<file path="config.mk">
export PLATFORM = sky130hd
export DESIGN_NAME = eil_cell
export DESIGN_NICKNAME = d
export VERILOG_FILES = /design/src/rtl/exon_intron_locator_defines.svh /design/src/rtl/eil_pkg.sv /design/src/rtl/eil_cell.sv
export SDC_FILE = /design/constraint.sdc
export NUM_CORES = 1
export LEC_CHECK = 0
export ABC_AREA = 1
export BUFFER_PORTS_ARGS = -buffer_cell sky130_fd_sc_hd__buf_4
export CELL_PAD_IN_SITES_DETAIL_PLACEMENT = 2
export CELL_PAD_IN_SITES_GLOBAL_PLACEMENT = 2
export CORE_ASPECT_RATIO = 0.5
export CORE_MARGIN = 4
export CORE_UTILIZATION = 25
export CTS_CLUSTER_SIZE = 28
export DETAILED_ROUTE_END_ITERATION = 16
export GPL_TIMING_DRIVEN = 0
export PLACE_DENSITY = 0.78
export SYNTH_ARGS = -nofsm -noshare
export SYNTH_HDL_FRONTEND = slang
export SYNTH_SLANG_ARGS = --single-unit
</file>
<file path="constraint.sdc">
create_clock -name clock -period 1.8 [get_ports clock]
set_input_delay 0.36 -clock clock [delete_from_list [all_inputs] [get_ports clock]]
set_output_delay 0.36 -clock clock [all_outputs]
set_load 0.05 [all_outputs]
</file>
<file path="src/rtl/exon_intron_locator_defines.svh">
// assertion macros for the exon intron locator
`ifndef EXON_INTRON_LOCATOR_DEFINES_SVH
`define EXON_INTRON_LOCATOR_DEFINES_SVH
`ifndef SYNTHESIS
`define EIL_ASSERT_IMPLIES(label, clk, rst, a, b) \
   label: assert property (@(posedge clk) disable iff (rst) (a) |-> (b)) \
      else $error("assertion failed");
`define EIL_ASSERT_NEXT(label, clk, rst, a, b) \
   label: assert property (@(posedge clk) disable iff (rst) (a) |=> (b)) \
      else $error("assertion failed");
`else
`define EIL_ASSERT_IMPLIES(label, clk, rst, a, b)
`define EIL_ASSERT_NEXT(label, clk, rst, a, b)
`endif
`endif

</file>
<file path="src/rtl/eil_pkg.sv">
// shared types and constants of the exon intron locator
package eil_pkg;
   localparam int MAX_EXONS_DEF = 64;
   localparam int ID_W = 16;
   localparam int COORD_W = 31;
   localparam int GENE_W = 30;
   localparam int REGION_W = 17;

   typedef enum logic [1:0] {
      ST_STORED  = 2'd0,
      ST_FULL    = 2'd1,
      ST_MATCH   = 2'd2,
      ST_NOMATCH = 2'd3
   } status_type;

   typedef enum logic {
      CMD_ADD   = 1'b0,
      CMD_QUERY = 1'b1
   } cmd_type;

   // query word travelling down the cell row
   typedef struct packed {
      logic                valid;
      logic [COORD_W-1:0]  pos;
      logic                done;
      logic                is_exon;
      logic [REGION_W-1:0] region;
   } token_type;
endpackage

</file>
<file path="src/rtl/eil_cell.sv">
// one table cell: holds an exon and tests the passing query word
module eil_cell #(
   parameter bit IS_HEAD = 1'b0
) (
   input  logic                          clock,
   input  logic                          reset,
   input  logic                          wr_en,
   input  logic [eil_pkg::ID_W-1:0]      wr_id,
   input  logic [eil_pkg::COORD_W-1:0]   wr_first,
   input  logic [eil_pkg::COORD_W-1:0]   wr_last,
   input  logic                          reversed,
   input  logic [eil_pkg::COORD_W-1:0]   prev_first,
   input  logic [eil_pkg::COORD_W-1:0]   prev_last,
   input  eil_pkg::token_type            tok_in,
   output eil_pkg::token_type            tok_out,
   output logic [eil_pkg::COORD_W-1:0]   first_out,
   output logic [eil_pkg::COORD_W-1:0]   last_out
);
   logic                        used_ff;
   logic [eil_pkg::ID_W-1:0]    id_ff;
   logic [eil_pkg::COORD_W-1:0] first_ff, last_ff;
   eil_pkg::token_type          tok_ff, tok_ff_in;
   logic                        hit_exon, hit_gap;

   always_comb begin
      hit_exon = (tok_in.pos >= first_ff) && (tok_in.pos <= last_ff);
      if (IS_HEAD) begin
         hit_gap = 1'b0;
      end else if (reversed) begin
         hit_gap = (last_ff < tok_in.pos) && (tok_in.pos < prev_first);
      end else begin
         hit_gap = (prev_last < tok_in.pos) && (tok_in.pos < first_ff);
      end
      tok_ff_in = tok_in;
      if (tok_in.valid && !tok_in.done && used_ff) begin
         if (hit_exon) begin
            tok_ff_in.done    = 1'b1;
            tok_ff_in.is_exon = 1'b1;
            tok_ff_in.region  = {1'b0, id_ff};
         end else if (hit_gap) begin
            tok_ff_in.done    = 1'b1;
            tok_ff_in.is_exon = 1'b0;
            tok_ff_in.region  = {1'b0, id_ff} - eil_pkg::REGION_W'(1);
         end
      end
   end

   always_ff @(posedge clock) begin
      if (reset) begin
         used_ff <= 1'b0;
         tok_ff  <= '0;
      end else begin
         tok_ff <= tok_ff_in;
         if (wr_en) used_ff <= 1'b1;
      end
      if (wr_en) begin
         id_ff    <= wr_id;
         first_ff <= wr_first;
         last_ff  <= wr_last;
      end
   end

   assign tok_out   = tok_ff;
   assign first_out = first_ff;
   assign last_out  = last_ff;
endmodule
</file>
**Word-level counts from Yosys, hierarchy flattened**

Index checks and enable logic that the tools add are counted.

- Order comparisons: 6
- $add $sub $neg: 1
- Reduce and logical (&&, ||, !) cells: 6
- Mux-type cells: 4

Operator list:

| kind | number |
|---|---|
| less-than comparator 31 bit | 4 |
| 2-to-1 mux 19 bit | 3 |
| greater-or-equal comparator 31 bit | 1 |
| <= comparator 31 bit | 1 |
| subtractor 16 x 1 -> 17 bit, second input constant | 1 |
| logical AND 1 bit | 5 |
| logical NOT 1 bit | 1 |
| 2-to-1 mux 1 bit | 1 |

- Input bits: 195
- Output and inout bits: 113
- Word-level logic and storage cells: 26
- Flip-flop bits (word level): 130

**Logic depth before layout (Yosys ltp)**

- Depth after elaboration: 6
- Depth in mapped cells: 18
- Depth with buffers taken out: 17

**Least setup slack after synthesis**

OpenSTA, ideal clock, no wires.

- Path type: reg2reg
- Start: register first_ff (netlist bit first_out[22])
- End: register tok_ff (netlist bit tok_out[17])
- Period minus slack after synthesis: 2.218 ns
- Setup time: 0.128 ns
- Required time: 1.672 ns
- Setup slack: -0.418 ns
- Data arrival time: 2.090 ns
- Cell stages (with the launch flop): 15
- Buffers on the path: 1
- Path through: edfxtp_1 -> inv_1 -> ha_1 -> a21o_1 -> nor2_1 -> nand2_1 -> nand2_1 -> nand2_1 -> a21oi_1 -> nand2_2 -> nand2_4 -> buf_6 -> nand2_1 -> a21oi_1 -> nor2_1

- Cells in the longest elaborated chain, start to end: 6
- Elaborated cells on any way between the ends: 8
- Those cells by class: order compare: 2; mux: 4; reduce/logical: 2

Ends and longest elaborated chain:

| what | line | RTL |
|---|---|---|
| start, declared | eil_cell.sv:21 | `logic [eil_pkg::COORD_W-1:0] first_ff, last_ff;` |
| start signal, assigned | eil_cell.sv:58 | `first_ff <= wr_first;` |
| less-than comparator 31 bit | eil_cell.sv:32 | `hit_gap = (prev_last < tok_in.pos) && (tok_in.pos < first_ff);` |
| logical AND 1 bit | eil_cell.sv:32 |  |
| 2-to-1 mux 1 bit | eil_cell.sv:29 | `end else if (reversed) begin` |
| 2-to-1 mux 19 bit | eil_cell.sv:40 | `end else if (hit_gap) begin` |
| 2-to-1 mux 19 bit * | eil_cell.sv:36 | `if (hit_exon) begin` |
| 2-to-1 mux 19 bit * | eil_cell.sv:35 | `if (tok_in.valid && !tok_in.done && used_ff) begin` |
| end signal, assigned | eil_cell.sv:53 | `tok_ff <= tok_ff_in;` |
| end, declared | eil_cell.sv:22 | `eil_pkg::token_type tok_ff, tok_ff_in;` |

Mark *: on every way between the ends. The rest lies on a longest branch, timed or not.
A chain may end at the register's enable or synchronous reset.

**Worst setup path in the final report**

- Start: register first_ff (netlist bit first_out[8])
- End: register tok_ff (netlist bit tok_out[0])

The elaborated chain is that of the path after synthesis.

==> results.md <==
- Clk Latency, worst-skew pair: about 0.45 ns
- Initial Utilization: 0.258
- GRT overflow: 0
- Tcrit/Tclk final: 1.42
- Gr usage total: 0.195
- Num CTS Buffers: 17
- Worst-margin pin slew: 1.21 ns
- GPL Wtd Cong: 0.803
- WL per Instance: 21.2 um
- Hold_sp: wr_id[4]
- CP Data Arrival Time: 2.88 ns
- Final wirelength: 36700 um
- Layout cell share with drive strength beyond 1: 0.362
- Netlist cell types: 36
- Min Hold Slack: 0.0817 ns
- Setup violations, final: 19
- Initial DRC Count: 224
- Pwr dens: between 800 and 900 mW/mm^2
- Area leader, netlist: edfxtp_1
- Max Cap Viol: 0
- Clock buffer depth: 2
- Critical Path RT: 2.14 ns
- Peak VDD IR: 735 uV
- Fin Clk Skew: 0.0152 ns
- Most frequent cells in the layout: 334 x buf_4, 217 x nand2_1, 166 x inv_1
- Critical Path Source Type: flop
- Die area: around 0.035 mm^2
- Clock power share: 0.365
- Layout overhead on the synthesized area: 52.9%
- Worst slew margin: 0.190
- Vias/cell: 4.52
- Unrepaired setup endpoints after global routing: true
- Seq cells post-synth: 130
- Slew Limit Fails: 0
- Minimum clock period: 2.55 ns
- Leak: 6.22 nW
- Filler Cell Count: between 3000 and 4000
- FF-to-FF Start: first_out[8]$_DFFE_PP_
- Post-Synthesis Cells: around 930
- Final total power: 10.2 mW
- Core area: between 0.03 and 0.04 mm^2
- Vias: between 7000 and 8000
- Port Buf Inserts: 306
- Hold path endpoint: id_ff[4]$_DFFE_PP_
- R2R setup slack: -0.75 ns
- Failing checks: negative setup slack
- Cells on Worst Hold Path: 1
- Antenna Nets Post-Route: 0
- Clock sink count: 130
- Initial antenna violation count: 7
- Crit Path Class: flop to flop
- Core Rows: 45
- CTS tree: built
- Internal: 6.76 mW
- Height of the chip: ~130 um
- DR pass1 iterations: 4
- Largest net degree at the start of global routing: 80
- Area occupied by registers: 0.00338 mm^2
- Outcome: finished with violations
- Ports: around 310
- CTS root buf: clkbuf_16
- Placed Cells: 1661
- Clock-pin slew on the worst setup and hold paths: 0.07 ns
- Area contributors post-synth: edfxtp_1 30%, ha_1 19%, dfxtp_1 13%, nand2_1 11%, inv_1 8.1%
- Die width: about 260 um
- Nets: 1606
- Max Freq: between 0.3 and 0.4 GHz
- Hpwl dp: between 20000 and 30000 um
- P_sw: between 3 and 4 mW
- Ys Warns: 0
- Sequential power share: 0.348
- R2R Path End: tok_out[0]$_SDFF_PP0_
- Worst Setup End Kind: flop
- Non-filler instance count after layout: between 1500 and 2000
- Syn_area_per_cell: about 8.5 um^2
- Vias in the first global route: 8865
- Multi-input logic area: 0.00428 mm^2
- Top cell type's share of synthesized area: 0.295
- Switching Fraction: 0.339
- DRC Markers: 0
- Crit Path Max Fanout: 5
- Hold Vio Cnt, Final: 0
- Hold crit path type: input port to flop
- Max H-tree Level: 4
- Commonest non-fill, non-tap cell in the layout: buf_4
- Post-Place Setup Slack: -0.847 ns
- Core Util, Final: 0.394
- Post-synthesis sequential area ratio: 0.426
- First-pass GRT wire length: ~50000 um
- Combinational power share: 0.287
- Worst R2R Path Depth: 16
- Hold Buf Count CTS: 0
- Setup ws final: -0.748 ns
- Synthesized net count: 1250
- Synth Cell Area: 0.00793 mm^2
## critical path, cell delays in order (launching register included)
cell and delay (ns):
edfxtp_1 0.42, inv_1 0.08, ha_1 0.25, nand2_1 0.11
nand2_1 0.08, nand2_1 0.07, nand2_1 0.08, a21oi_4 0.21
nand2_2 0.10, nand2_2 0.08, nand3b_4 0.10, nand2_8 0.12
nand2_4 0.09, inv_4 0.12, buf_4 0.12, nand3_1 0.10
a21oi_1 0.30
## per-layer routing
layer	up-vias	global-route usage	wire length (um)
li1	3700	-	-
met1	3859	0.208	13800
met2	172	0.363	19700
met3	97	0.0377	1090
met4	0	0.106	2140
met5	-	0	0
## through the flow
| stage | TNS (ns) | area [um^2] |
|---|---|---|
| after global routing | -13.70 | 12100 |
| after CTS | -10.94 | 11600 |
| after floorplan | -7.12 | 7940 |
| after global placement | -13.64 | 10800 |
| after detailed placement | -15.27 | 10800 |
| final | -11.00 | 12100 |
## flip-flops by register name, indices dropped and copies added (netlist names)
signal	count
id_ff	16
first_out	31
tok_out	51
last_out	31
used_ff	1
## timing repair
action,4_1_cts,5_1_grt
hold endpoints to repair,0,0
pin swaps,15,35
endpoints found under the setup margin,19,19
setup buffers,15,14
cloned,1,1
gates resized for setup,29,65
## cells by family after synthesis
logic type      synth area share
simple gates               0.218
compound gates            0.0555
fa+ha+maj                  0.194
xor+xnor                  0.0144
flops                      0.426
buf+inv                   0.0920
## layout make-up
type,count,area share
inverter,174,0.0543
tap,423,0.0436
multi-input combinational,616,0.353
sequential,130,0.279
timing repair buffer,337,0.211
antenna,8,0.00165
buffer,12,0.00691
clock buffer,22,0.0408
clock inverter,10,0.00980
## power by group through the flow
stage	sequential (mW)	clock, mW	combinational (mW)
6_report	3.55	3.73	2.93
5_1_grt	3.57	3.95	3.19
4_1_cts	3.54	3.80	2.71
3_5_place_dp	3.60	0	2.57
3_3_place_gp	3.59	0	2.43
2_1_floorplan	4.17	0	0.866
## cells in the mapped netlist
master / number
a21oi_1: 63
o21ai_0: 2
clkbuf_1: 6
buf_2: 1
buf_6: 3
nor3_2: 2
nand3_2: 1
dfxtp_1: 52
nand4_1: 5
nor3b_2: 1
nor2_4: 3
edfxtp_1: 78
nand2_1: 236
a21boi_0: 4
xnor2_1: 2
nand2_2: 6
ha_1: 123
and2_1: 1
xor2_1: 11
and2_0: 1
inv_2: 2
nor3_1: 7
a21boi_1: 4
nor3_4: 1
nand3_1: 32
and2b_1: 1
inv_1: 172
nor2_1: 90
o21bai_1: 2
a21oi_2: 2
nand3b_1: 2
nand3b_4: 2
a21o_1: 3
nor2_2: 6
buf_4: 2
nand2_4: 3
## worst max-delay path by stage
stage / from / end / slack (ns) / depth (start not counted)
2_1_floorplan: first_out[22]$_DFFE_PP_ / tok_out[17]$_SDFF_PP0_ / -0.42 / 14
3_3_place_gp: tok_in[33] / tok_out[17]$_SDFF_PP0_ / -0.76 / 15
3_5_place_dp: tok_in[33] / tok_out[7]$_SDFF_PP0_ / -0.85 / 14
4_1_cts: last_out[22]$_DFFE_PP_ / tok_out[9]$_SDFF_PP0_ / -0.62 / 12
5_1_grt: first_out[19]$_DFFE_PP_ / tok_out[0]$_SDFF_PP0_ / -0.85 / 13
6_report: first_out[8]$_DFFE_PP_ / tok_out[0]$_SDFF_PP0_ / -0.75 / 16
Note: power is estimated with default switching activity, not from simulation.
